--- src/rtl/mfsc_pkg.sv ---
// ----------------------------------------------------------------------------
// mfsc_pkg
// Shared types and constants for the MIDI file structure checker: phase
// codes, verdict reason codes, request and result records, and the fixed
// tags and byte positions of the file layout.
// ----------------------------------------------------------------------------
package mfsc_pkg;

  // Field widths fixed by the file layout.
  localparam int unsigned SIZE_W   = 31;
  localparam int unsigned TRACKS_W = 16;
  localparam int unsigned IDX_W    = 4;

  // Layout constants.
  localparam logic [SIZE_W-1:0] MIN_FILE_SIZE = 31'h1E;
  localparam logic [SIZE_W-1:0] TRK_HDR_BYTES = 31'h08;
  localparam logic [31:0]       MTHD_TAG      = 32'h4D546864;
  localparam logic [31:0]       MTRK_TAG      = 32'h4D54726B;
  localparam logic [31:0]       HDR_LEN       = 32'h00000006;
  localparam logic [15:0]       MAX_FORMAT    = 16'h0002;
  localparam logic [23:0]       EOT_MARK      = 24'hFF2F00;

  // Byte positions (last byte of each field) within a chunk header.
  localparam logic [IDX_W-1:0] POS_TAG_LAST  = 4'd3;
  localparam logic [IDX_W-1:0] POS_LEN_LAST  = 4'd7;
  localparam logic [IDX_W-1:0] POS_FMT_LAST  = 4'd9;
  localparam logic [IDX_W-1:0] POS_NTRK_LAST = 4'd11;
  localparam logic [IDX_W-1:0] POS_HDR_LAST  = 4'd13;

  typedef enum logic [4:0] {
    PH_IDLE   = 5'b00001,
    PH_HDR    = 5'b00010,
    PH_TRKHDR = 5'b00100,
    PH_BODY   = 5'b01000,
    PH_DONE   = 5'b10000
  } phase_t;

  typedef enum logic [3:0] {
    RSN_OK         = 4'd0,
    RSN_SHORT      = 4'd1,
    RSN_BAD_MTHD   = 4'd2,
    RSN_BAD_HLEN   = 4'd3,
    RSN_BAD_FORMAT = 4'd4,
    RSN_NO_TRACKS  = 4'd5,
    RSN_NO_ROOM    = 4'd6,
    RSN_BAD_MTRK   = 4'd7,
    RSN_BAD_TLEN   = 4'd8,
    RSN_NO_EOT     = 4'd9,
    RSN_OVERRUN    = 4'd10
  } reason_t;

  // One input request.
  typedef struct packed {
    logic              first;
    logic [7:0]        data_byte;
    logic [SIZE_W-1:0] total_size;
  } item_t;

  // One verdict, with its valid flag.
  typedef struct packed {
    logic              vld;
    logic              accepted;
    reason_t           reason;
    logic [SIZE_W-1:0] file_size;
  } result_t;

endpackage

--- src/rtl/mfsc_in_stage.sv ---
// ----------------------------------------------------------------------------
// mfsc_in_stage
// Input register. Captures one request and holds it until the checker
// consumes it; a new request is taken in the same cycle as one leaves.
// ----------------------------------------------------------------------------
module mfsc_in_stage
  import mfsc_pkg::*;
(
  input  logic  clk,
  input  logic  rst_n,
  input  logic  in_valid,
  output logic  in_stall,
  input  item_t in_item,
  input  logic  advance,
  output logic  s1_valid,
  output item_t s1_item
);

  logic  valid_r;
  logic  valid_nxt;
  item_t item_r;
  logic  take;

  // Stall only while a held request cannot move on.
  assign in_stall = valid_r && !advance;
  assign take     = in_valid && !in_stall;

  always_comb begin
    if (take) begin
      valid_nxt = 1'b1;
    end else if (advance) begin
      valid_nxt = 1'b0;
    end else begin
      valid_nxt = valid_r;
    end
  end

  always_ff @(posedge clk) begin
    if (!rst_n) begin
      valid_r <= 1'b0;
    end else begin
      valid_r <= valid_nxt;
    end
  end

  // Payload needs no reset.
  always_ff @(posedge clk) begin
    if (take) begin
      item_r <= in_item;
    end
  end

  assign s1_valid = valid_r;
  assign s1_item  = item_r;

endmodule

--- src/rtl/mfsc_checker.sv ---
// ----------------------------------------------------------------------------
// mfsc_checker
// Structure checking state and its per-byte update. Each byte advances
// the phase, the byte position, the remaining and consumed byte counts and
// a four-byte shift window, and may produce the buffer's one verdict.
// ----------------------------------------------------------------------------
module mfsc_checker
  import mfsc_pkg::*;
#(
  parameter int unsigned LENGTH_BITS = 32
) (
  input  logic    clk,
  input  logic    rst_n,
  input  logic    fire,
  input  item_t   item,
  output result_t res
);

  localparam int unsigned TL_W = LENGTH_BITS - 1;

  phase_t              phase_r,    phase_nxt;
  logic [IDX_W-1:0]    idx_r,      idx_nxt;
  logic [SIZE_W-1:0]   rem_r,      rem_nxt;
  logic [TRACKS_W-1:0] tracks_r,   tracks_nxt;
  logic [TL_W-1:0]     tleft_r,    tleft_nxt;
  logic [31:0]         shift_r,    shift_nxt;
  logic [SIZE_W-1:0]   cons_r,     cons_nxt;

  phase_t              ph_b;
  logic [IDX_W-1:0]    idx_b;
  logic [SIZE_W-1:0]   rem_b;
  logic [TRACKS_W-1:0] tracks_b;
  logic [SIZE_W-1:0]   cons_b;
  logic [31:0]         shift_b;
  logic [31:0]         shift_new;
  logic [SIZE_W-1:0]   rem_new;
  logic [SIZE_W-1:0]   cons_new;
  logic [TL_W-1:0]     tleft_dec;
  logic [TRACKS_W-1:0] tracks_dec;
  logic                active;
  logic                short_buf;
  logic                room_short;
  logic                len_hi_bad;
  logic                len_gt_room;
  logic                len_gt_rem;
  logic                fail;
  logic                pass;
  reason_t             fail_reason;

  // A first byte restarts from cleared state; otherwise carry on.
  assign ph_b     = item.first ? PH_HDR : phase_r;
  assign idx_b    = item.first ? '0 : idx_r;
  assign rem_b    = item.first ? item.total_size : rem_r;
  assign tracks_b = item.first ? '0 : tracks_r;
  assign cons_b   = item.first ? '0 : cons_r;
  assign shift_b  = item.first ? '0 : shift_r;

  assign shift_new  = {shift_b[23:0], item.data_byte};
  assign rem_new    = rem_b - 1'b1;
  assign cons_new   = cons_b + 1'b1;
  assign tleft_dec  = tleft_r - 1'b1;
  assign tracks_dec = tracks_r - 1'b1;

  assign active    = item.first || (phase_r == PH_HDR) || (phase_r == PH_TRKHDR) ||
                     (phase_r == PH_BODY);
  assign short_buf = item.first && (item.total_size < MIN_FILE_SIZE);
  assign room_short = rem_new < TRK_HDR_BYTES;

  // Track length checks: high bits, room before the header, room after it.
  assign len_hi_bad  = (shift_new >> (LENGTH_BITS - 1)) != 32'd0;
  assign len_gt_room = {1'b0, shift_new} > ({2'b00, rem_new} + 33'd8);
  assign len_gt_rem  = shift_new > {1'b0, rem_new};

  // Next state and verdict for one byte.
  always_comb begin
    phase_nxt   = phase_r;
    idx_nxt     = idx_r;
    rem_nxt     = rem_r;
    tracks_nxt  = tracks_r;
    tleft_nxt   = tleft_r;
    shift_nxt   = shift_r;
    cons_nxt    = cons_r;
    fail        = 1'b0;
    pass        = 1'b0;
    fail_reason = RSN_OK;

    if (fire && short_buf) begin
      fail        = 1'b1;
      fail_reason = RSN_SHORT;
      idx_nxt     = '0;
      rem_nxt     = '0;
      tracks_nxt  = '0;
      tleft_nxt   = '0;
      shift_nxt   = '0;
      cons_nxt    = '0;
    end else if (fire && active) begin
      phase_nxt  = ph_b;
      idx_nxt    = idx_b;
      rem_nxt    = rem_new;
      tracks_nxt = tracks_b;
      shift_nxt  = shift_new;
      cons_nxt   = cons_new;

      unique case (ph_b)
        PH_HDR: begin
          if (idx_b == POS_TAG_LAST && shift_new != MTHD_TAG) begin
            fail        = 1'b1;
            fail_reason = RSN_BAD_MTHD;
          end else if (idx_b == POS_LEN_LAST && shift_new != HDR_LEN) begin
            fail        = 1'b1;
            fail_reason = RSN_BAD_HLEN;
          end else if (idx_b == POS_FMT_LAST && shift_new[15:0] > MAX_FORMAT) begin
            fail        = 1'b1;
            fail_reason = RSN_BAD_FORMAT;
          end else if (idx_b == POS_NTRK_LAST && shift_new[15:0] == '0) begin
            fail        = 1'b1;
            fail_reason = RSN_NO_TRACKS;
          end else if (idx_b == POS_HDR_LAST) begin
            if (room_short) begin
              fail        = 1'b1;
              fail_reason = RSN_NO_ROOM;
            end else begin
              phase_nxt = PH_TRKHDR;
              idx_nxt   = '0;
            end
          end else begin
            idx_nxt = idx_b + 1'b1;
            if (idx_b == POS_NTRK_LAST) begin
              tracks_nxt = shift_new[TRACKS_W-1:0];
            end
          end
        end
        PH_TRKHDR: begin
          if (idx_b == POS_TAG_LAST && shift_new != MTRK_TAG) begin
            fail        = 1'b1;
            fail_reason = RSN_BAD_MTRK;
          end else if (idx_b == POS_LEN_LAST) begin
            if (shift_new == '0 || len_hi_bad || len_gt_room) begin
              fail        = 1'b1;
              fail_reason = RSN_BAD_TLEN;
            end else if (len_gt_rem) begin
              fail        = 1'b1;
              fail_reason = RSN_OVERRUN;
            end else begin
              tleft_nxt = shift_new[TL_W-1:0];
              phase_nxt = PH_BODY;
              idx_nxt   = '0;
            end
          end else begin
            idx_nxt = idx_b + 1'b1;
          end
        end
        PH_BODY: begin
          tleft_nxt = tleft_dec;
          if (tleft_dec == '0) begin
            if (shift_new[23:0] != EOT_MARK) begin
              fail        = 1'b1;
              fail_reason = RSN_NO_EOT;
            end else begin
              tracks_nxt = tracks_dec;
              if (tracks_dec == '0) begin
                pass = 1'b1;
              end else if (room_short) begin
                fail        = 1'b1;
                fail_reason = RSN_NO_ROOM;
              end else begin
                phase_nxt = PH_TRKHDR;
                idx_nxt   = '0;
              end
            end
          end
        end
        default: begin
        end
      endcase
    end

    if (fail || pass) begin
      phase_nxt = PH_DONE;
    end

    res.vld       = fail || pass;
    res.accepted  = pass;
    res.reason    = pass ? RSN_OK : fail_reason;
    res.file_size = pass ? cons_new : '0;
  end

  always_ff @(posedge clk) begin
    if (!rst_n) begin
      phase_r  <= PH_IDLE;
      idx_r    <= '0;
      rem_r    <= '0;
      tracks_r <= '0;
      tleft_r  <= '0;
      shift_r  <= '0;
      cons_r   <= '0;
    end else begin
      phase_r  <= phase_nxt;
      idx_r    <= idx_nxt;
      rem_r    <= rem_nxt;
      tracks_r <= tracks_nxt;
      tleft_r  <= tleft_nxt;
      shift_r  <= shift_nxt;
      cons_r   <= cons_nxt;
    end
  end

`ifndef ASSERT_OFF
  // Every verdict closes the buffer.
  a_verdict_done: assert property (@(posedge clk) disable iff (!rst_n)
    fire && res.vld |=> phase_r == PH_DONE)
    else $error("verdict given without closing the buffer");

  // A track body in progress always has bytes left to read.
  a_body_nonzero: assert property (@(posedge clk) disable iff (!rst_n)
    phase_r == PH_BODY |-> tleft_r != '0)
    else $error("track body phase with no bytes left");

  // The header walk never runs past its last byte.
  a_hdr_index: assert property (@(posedge clk) disable iff (!rst_n)
    phase_r == PH_HDR |-> idx_r <= POS_HDR_LAST)
    else $error("header byte position out of range");
`endif

endmodule

--- src/rtl/mfsc_out_stage.sv ---
// ----------------------------------------------------------------------------
// mfsc_out_stage
// Result register. Holds a verdict until the receiver takes it and tells
// the rest of the pipeline when it may move on.
// ----------------------------------------------------------------------------
module mfsc_out_stage
  import mfsc_pkg::*;
(
  input  logic    clk,
  input  logic    rst_n,
  input  logic    s1_valid,
  input  result_t res,
  output logic    advance,
  output logic    out_valid,
  input  logic    out_stall,
  output result_t out_res
);

  logic    valid_r;
  result_t res_r;

  // The register is free when empty or being read this cycle.
  assign advance = !valid_r || !out_stall;

  always_ff @(posedge clk) begin
    if (!rst_n) begin
      valid_r <= 1'b0;
    end else if (advance) begin
      valid_r <= s1_valid && res.vld;
    end
  end

  always_ff @(posedge clk) begin
    if (advance) begin
      res_r <= res;
    end
  end

  assign out_valid = valid_r;
  assign out_res   = res_r;

endmodule

--- src/rtl/midi_file_structure_check_unit.sv ---
// ----------------------------------------------------------------------------
// midi_file_structure_check_unit
// Checks the chunk structure of a standard MIDI file streamed one byte a
// request, and gives one verdict per buffer.
// ----------------------------------------------------------------------------
// Usage:
//   Input channel (in_valid / in_stall): one buffer byte per request. Set
//   in_first on the first byte of a buffer and give its length on
//   in_total_size there; in_first restarts checking at any time.
//   Result channel (out_valid / out_stall): one request per buffer carrying
//   out_accepted, out_reason and out_file_size (zero unless accepted).
//   Bytes after a verdict, or without a buffer, produce nothing.
//   A verdict passes from the deciding byte through the input register, then
//   the result register, and waits there until the receiver takes it.
//   Throughput: one byte per cycle when no verdict is stalled; the per-byte
//   update is a single pass of counter and compare logic between the registers.
//   Reset (rst_n low, synchronous) empties both registers and leaves the
//   checker idle, waiting for a first byte.
//   While the receiver stalls a waiting verdict, the input register still
//   accepts a byte if it is empty; further bytes are then stalled.
// ----------------------------------------------------------------------------
module midi_file_structure_check_unit
  import mfsc_pkg::*;
#(
  parameter int unsigned LENGTH_BITS = 32
) (
  input  logic              clk,
  input  logic              rst_n,
  input  logic              in_valid,
  output logic              in_stall,
  input  logic              in_first,
  input  logic [7:0]        in_data_byte,
  input  logic [SIZE_W-1:0] in_total_size,
  output logic              out_valid,
  input  logic              out_stall,
  output logic              out_accepted,
  output logic [3:0]        out_reason,
  output logic [SIZE_W-1:0] out_file_size
);

  item_t   in_item;
  item_t   s1_item;
  logic    s1_valid;
  logic    advance;
  logic    fire;
  result_t res;
  result_t out_res;

  assign in_item.first      = in_first;
  assign in_item.data_byte  = in_data_byte;
  assign in_item.total_size = in_total_size;

  // Input register.
  mfsc_in_stage u_in (
    .clk      (clk),
    .rst_n    (rst_n),
    .in_valid (in_valid),
    .in_stall (in_stall),
    .in_item  (in_item),
    .advance  (advance),
    .s1_valid (s1_valid),
    .s1_item  (s1_item)
  );

  // The held byte is processed when the result register can take it.
  assign fire = s1_valid && advance;

  mfsc_checker #(
    .LENGTH_BITS (LENGTH_BITS)
  ) u_chk (
    .clk   (clk),
    .rst_n (rst_n),
    .fire  (fire),
    .item  (s1_item),
    .res   (res)
  );

  // Result register.
  mfsc_out_stage u_out (
    .clk       (clk),
    .rst_n     (rst_n),
    .s1_valid  (s1_valid),
    .res       (res),
    .advance   (advance),
    .out_valid (out_valid),
    .out_stall (out_stall),
    .out_res   (out_res)
  );

  assign out_accepted  = out_res.accepted;
  assign out_reason    = out_res.reason;
  assign out_file_size = out_res.file_size;

`ifndef ASSERT_OFF
  // The input side stalls only while a byte is held.
  a_stall_held: assert property (@(posedge clk) disable iff (!rst_n)
    in_stall |-> s1_valid)
    else $error("input stalled with an empty input register");
`endif

endmodule
--- config.mk ---
export PLATFORM = sky130hd
export DESIGN_NAME = midi_file_structure_check_unit
export DESIGN_NICKNAME = d
export VERILOG_FILES = /design/src/rtl/mfsc_pkg.sv /design/src/rtl/mfsc_in_stage.sv /design/src/rtl/mfsc_checker.sv /design/src/rtl/mfsc_out_stage.sv /design/src/rtl/midi_file_structure_check_unit.sv
export SDC_FILE = /design/constraint.sdc
export NUM_CORES = 1
export LEC_CHECK = 0
export CAP_MARGIN = 5
export CORE_MARGIN = 2
export CORE_UTILIZATION = 35
export DETAILED_ROUTE_END_ITERATION = 16
export DONT_BUFFER_PORTS = 1
export GPL_TIMING_DRIVEN = 0
export REMOVE_ABC_BUFFERS = 1
export SYNTH_ARGS = -nofsm -noshare
export SYNTH_HDL_FRONTEND = slang
export SYNTH_HIERARCHICAL = 1
export SYNTH_SLANG_ARGS = --single-unit
--- constraint.sdc ---
create_clock -name clk -period 10.6 [get_ports clk]
set_clock_uncertainty 0.2 [all_clocks]
set_input_delay 1.06 -clock clk [delete_from_list [all_inputs] [get_ports clk]]
set_output_delay 1.06 -clock clk [all_outputs]
set_load 0.05 [all_outputs]
==> flow_summary.yaml, run 1 <==
outcome:
  status: "completed"
worst_setup_path:
  cp.arrival_ns: 9.14
  crit_type: "register to register"
  crit_required_ns: 10.87
  worst-path-max-fanout: 20
  setup.worst_path.start_class: "register"
  critPathCaptureType: "register"
timing:
  final_hold_viol_count: 0
  setup_viol: 0
  slew_viol_final: 0
  worst_pin_slew_ns: 1.21
  fin_crit_sh_pct: 83.7
  slew_headroom_pct: 19.1
  rsz0062_at_grt: "no"
  post-route-min-period_ns: 8.87
  clock.fmax_mhz: 113
  fin_tns_setup_ns: 0
  fin_hold_ws_ns: 0.253
clock_network:
  clkSinkCount: 220
  post_cts_resized: 0
  cts-root-buf: "clkbuf_16"
  path_clk_slew_ns: 0.06
  cts_hold_buf: 0
  cts_buffers: 28
  clockBufferDepth: 3
  clock_latency_ns: 0.57
  post_cts_buffers: 0
  cts_tree: "yes"
  htreeDepth: 1
drt:
  drtAntennaViolNets: 0
  vias: 14100
  firstDrtPassIters: 8
  viasPerCell: 5.75
  finalWirelength_um: 45100
  drt-wirelength-per-cell_um: 18.4
  drc_errors: 0
  drtIter0Drc: 1188
power:
  power_frac_seq_pct: 42.7
  p_clk_share_pct: 41.4
  pwr_density_cell_mw_per_mm2: 128
  p_int_uw: 1530
  ir_worst_vdd_mv: 0.127
  combPwrFrac_pct: 16.0
  p_sw_share_pct: 29.5
  p_sw_uw: 639
  leakagePower_uw: 0.00597
place:
  io_buffers: 0
  gp_congestion: 0.936
  hpwl_um: 32600
  place_area_mm2: 0.0160
  dpl.cell_count: 2405
floorplan:
  start_util_pct: 35.5
  rows: 76
  chipWidth_um: 213
  die_area_mm2: 0.0454
  die_h_um: 213
  num_io_pins: 82
  core-area_mm2: 0.0431
finish:
  final_cell_area_mm2: 0.0169
  nets: 1964
  mostFrequentLayoutCells: "nand2_1, nor2_1, a21oi_1"
  fill_cells: 4374
  mostFrequentLayoutCell: "nand2_1"
  layout.cells.non_filler: 2459
  utilization_pct: 39.2
  area_growth_pct: 10.5
  drive_gt1_share_pct: 6.04
global_routing:
  grt_pass1_wl_um: 71600
  antenna_found_initial: 3
  track_usage_pct: 19.7
  grt_max_degree: 64
  grt_pass1_vias: 13400
  grt_overflow: 0
synthesis:
  yosysWarnings: 6
  syn_area_mm2: 0.0153
  avgSynthCellArea_um2: 7.98
  syn_inst: 1916
run:
  maxCapViolations: 0
min_path:
  min_path_type: "register to register"
[path summary, 6_finish.rpt]
path,from,endpoint,slack (ns),cells after the start
setup reg to reg,u_in/s1_item[39]$_DFFE_PP_,u_chk/tleft_r[18]$_SDFFE_PP0P_,1.73,24
hold reg to reg,u_chk/rem_r[30]$_SDFFE_PP0P_,u_chk/rem_r[30]$_SDFFE_PP0P_,0.25,2
hold / removal,u_chk/rem_r[30]$_SDFFE_PP0P_,u_chk/rem_r[30]$_SDFFE_PP0P_,0.25,2
setup / recovery,u_in/s1_item[39]$_DFFE_PP_,u_chk/tleft_r[18]$_SDFFE_PP0P_,1.73,24
[registers in the layout (all words and copies together), names as in the netlist]
register         flops
u_chk/cons_r        31
u_chk/idx_r          4
u_chk/phase_r        5
u_chk/rem_r         31
u_chk/shift_r       24
u_chk/tleft_r       31
u_chk/tracks_r      16
u_in/s1_item        40
u_in/s1_valid        1
u_out/out_res       36
u_out/out_valid      1
[per-stage QoR]
stage                     power (µW)  worst slack, ns
after floorplan                 1170           -0.286
after global placement          1260            -4.42
after detailed placement        1280             1.87
after CTS                       2190             1.85
after global routing            2260             1.16
final                           2160             1.73
[power groups by stage]
stage / registers [µW] / logic [µW] / clock network, µW
6_report: 923 / 346 / 896
2_1_floorplan: 939 / 234 / 0
5_1_grt: 926 / 381 / 955
4_1_cts: 923 / 342 / 924
3_5_place_dp: 941 / 340 / 0
3_3_place_gp: 957 / 306 / 0
[critical path: stages (launching register included)]
cell and delay (ns):
edfxtp_1 0.94, buf_16 0.24, buf_16 0.17, mux2i_1 0.38
ha_1 0.39, nor4b_1 0.40, a31o_2 0.24, nand3_1 0.18
or3_1 0.37, xor2_1 0.54, nand3_1 0.24, nor2_2 0.33
nand4_1 0.16, xnor2_1 0.19, ha_1 0.30, nand4_1 0.18
nor4_1 0.63, nand3_1 0.15, a221o_1 0.33, a211oi_1 0.39
nand4_1 0.30, o31ai_4 0.86, buf_16 0.23, o21ai_0 0.09
a32o_1 0.30
[cell type report]
class                           instances  area (µm²)  area share [%]
Antenna cell                            2        5.00          0.0296
Clock buffer                           33         739            4.38
Timing Repair Buffer                   16         413            2.44
Inverter                               51         191            1.13
Clock inverter                         19         130           0.770
Multi-Input combinational cell       1533        9520            56.3
Tap cell                              585         732            4.33
Sequential cell                       220        5160            30.6
[routing by layer]
layer | vias to the layer above | wire (µm) | track usage [%] | part of all wire (%)
met3 | 86 | 2540 | 3.04 | 5.6
met1 | 6698 | 20700 | 26.7 | 46
met5 | - | 0 | 0 | 0
met4 | 0 | 1200 | 5.76 | 2.7
met2 | 449 | 20700 | 32.2 | 46
li1 | 6900 | - | - | -
Power figures use the tool's default switching activity.
==> inputs of run 2 (changes only) <==
Settings changed: ABC_AREA set to 1.
Clock period 10.6 ns to 8.9 ns, I/O delays scaled along.
==> run 2 against run 1 <==
  * Global-route usage is 0.94 points higher
  * Combinational power is 60% higher
  * Count of clock-buffer cells in the layout grew 4
  * Area after synthesis increased by 6.9%
  * Critical path depth up 7
  * Maximum frequency rose by 8.8%
  * Design area up 6.1%
  * Cell count rose by 26%
  * Setup slack lost 0.98 ns
  * Critical path type unchanged
==> flow_summary.yaml, run 2 <==
outcome:
  status: "completed"
drt:
  finalWirelength_um: 51000
  drc_errors: 0
  drt-wirelength-per-cell_um: 16.4
  viasPerCell: 5.15
  drtIter0Drc: 1197
  vias: 16000
  firstDrtPassIters: 6
  drtAntennaViolNets: 0
finish:
  area_growth_pct: 9.69
  diodes: 0
  nets: 2588
  drive_gt1_share_pct: 6.61
  largest_reg_flops: 40
  utilization_pct: 38.7
  mostFrequentLayoutCells: "nand2_1, inv_1, nor2_1"
  mostFrequentLayoutCell: "nand2_1"
  layout.cells.non_filler: 3103
  final_cell_area_mm2: 0.0179
timing:
  slew_headroom_pct: 7.47
  slew_viol_final: 0
  fin_crit_sh_pct: 91.6
  final_hold_viol_count: 0
  worst_pin_slew_ns: 1.38
  setup_viol: 0
  fin_tns_setup_ns: 0
  fin_hold_ws_ns: 0.186
  post-route-min-period_ns: 8.15
  rsz0062_at_grt: "no"
  clock.fmax_mhz: 123
worst_setup_path:
  worstRegToRegCells: 31
  worst-path-max-fanout: 63
  cpPeakStageDelay_ns: 0.71
  r2r_slack_ns: 0.75
  crit_buf_inv: 6
  critPathCaptureType: "register"
  setup.worst_path.start_class: "register"
  cp_slowest_cell: "nand4_1"
  crit_required_ns: 9.20
  cp.arrival_ns: 8.45
  path_depth: 31
  rr_startpoint: "u_in/s1_item[39]$_DFFE_PP_"
  crit_start: "u_in/s1_item[39]$_DFFE_PP_"
  crit_type: "register to register"
  path_delay_family: "simple AND/OR/NAND/NOR gates"
  cp_common_cell: "nand2_1"
  endpoint: "u_chk/tleft_r[2]$_SDFFE_PP0P_"
  r2r_end: "u_chk/tleft_r[2]$_SDFFE_PP0P_"
floorplan:
  die_h_um: 220
  num_io_pins: 82
  chipWidth_um: 220
  core-area_mm2: 0.0464
  die_area_mm2: 0.0484
  start_util_pct: 35.2
  rows: 79
global_routing:
  grt_overflow: 0
  grt_pass1_vias: 15100
  antenna_found_initial: 0
  grt_max_degree: 71
  grt_pass1_wl_um: 79900
  track_usage_pct: 20.6
clock_network:
  path_clk_slew_ns: 0.06
  clock_latency_ns: 0.58
  cts_tree: "yes"
  clkSinkCount: 220
  cts_buffers: 28
  cts-root-buf: "clkbuf_16"
  cts_hold_buf: 0
  clockBufferDepth: 3
  htreeDepth: 1
power:
  combPwrFrac_pct: 19.7
  p_int_uw: 1900
  power_frac_seq_pct: 39.9
  pwr_density_cell_mw_per_mm2: 156
  p_sw_uw: 898
  p_sw_share_pct: 32.1
  p_clk_share_pct: 40.3
  ir_worst_vdd_mv: 0.156
  leakagePower_uw: 0.00810
min_path:
  min_path_type: "input port to register"
synthesis:
  yosysWarnings: 6
  syn_area_mm2: 0.0163
  syn_inst: 2509
  avgSynthCellArea_um2: 6.51
place:
  place_area_mm2: 0.0170
  dpl.cell_count: 3047
  gp_congestion: 0.933
  io_buffers: 0
  hpwl_um: 37700
run:
  maxCapViolations: 0
==> run 2: layout make-up <==
class / count / area, µm²
clock buffer: 37 / 754
fill: 4864 / 28400
tap: 607 / 759
sequential: 220 / 5160
timing repair buffer: 16 / 330
timing repair inverter: 1 / 5.00
clock inverter: 15 / 140
inverter: 391 / 1480
multi-input combinational: 1816 / 9290
==> run 2: repair_timing <==
item	CTS	global route
gates resized for setup	0	1
setup buffers	0	2
endpoints found under the setup margin	0	15
==> run 2: power groups by stage <==
stage          Sequential, µW  Clock (µW)  Combinational (µW)
3_3_place_gp             1150           0                 507
6_report                 1120        1130                 552
4_1_cts                  1120        1160                 548
3_5_place_dp             1140           0                 545
2_1_floorplan            1130           0                 385
5_1_grt                  1120        1190                 622
==> run 2: per-stage QoR <==
stage,setup slack (ns),total power (µW)
after floorplan,-1.61,1520
after CTS,0.192,2830
after global placement,-9.28,1660
final,0.745,2800
after detailed placement,0.231,1680
after global routing,0.0992,2940
==> run 2: how the worst min path moves through the flow <==
stage | slack [ns] | cells past startpoint | endpoint | startpoint
2_1_floorplan | 0.24 | 2 | u_chk/shift_r[21]$_SDFFE_PP0P_ | u_chk/shift_r[21]$_SDFFE_PP0P_
3_3_place_gp | 0.25 | 2 | u_chk/shift_r[20]$_SDFFE_PP0P_ | u_chk/shift_r[20]$_SDFFE_PP0P_
3_5_place_dp | 0.26 | 2 | u_chk/shift_r[20]$_SDFFE_PP0P_ | u_chk/shift_r[20]$_SDFFE_PP0P_
4_1_cts | 0.17 | 1 | u_chk/phase_r[0]$_SDFFE_PN1P_ | rst_n
5_1_grt | 0.18 | 0 | u_in/s1_item[12]$_DFFE_PP_ | in_total_size[12]
6_report | 0.19 | 1 | u_chk/phase_r[0]$_SDFFE_PN1P_ | rst_n
==> run 2: layer usage <==
layer	GRT usage, %	part of all wire, %	vias up
li1	-	-	8070
met3	2.84	5.8	117
met4	8.93	4.4	0
met5	0	0	-
met1	27.1	44	7268
met2	33.7	46	518
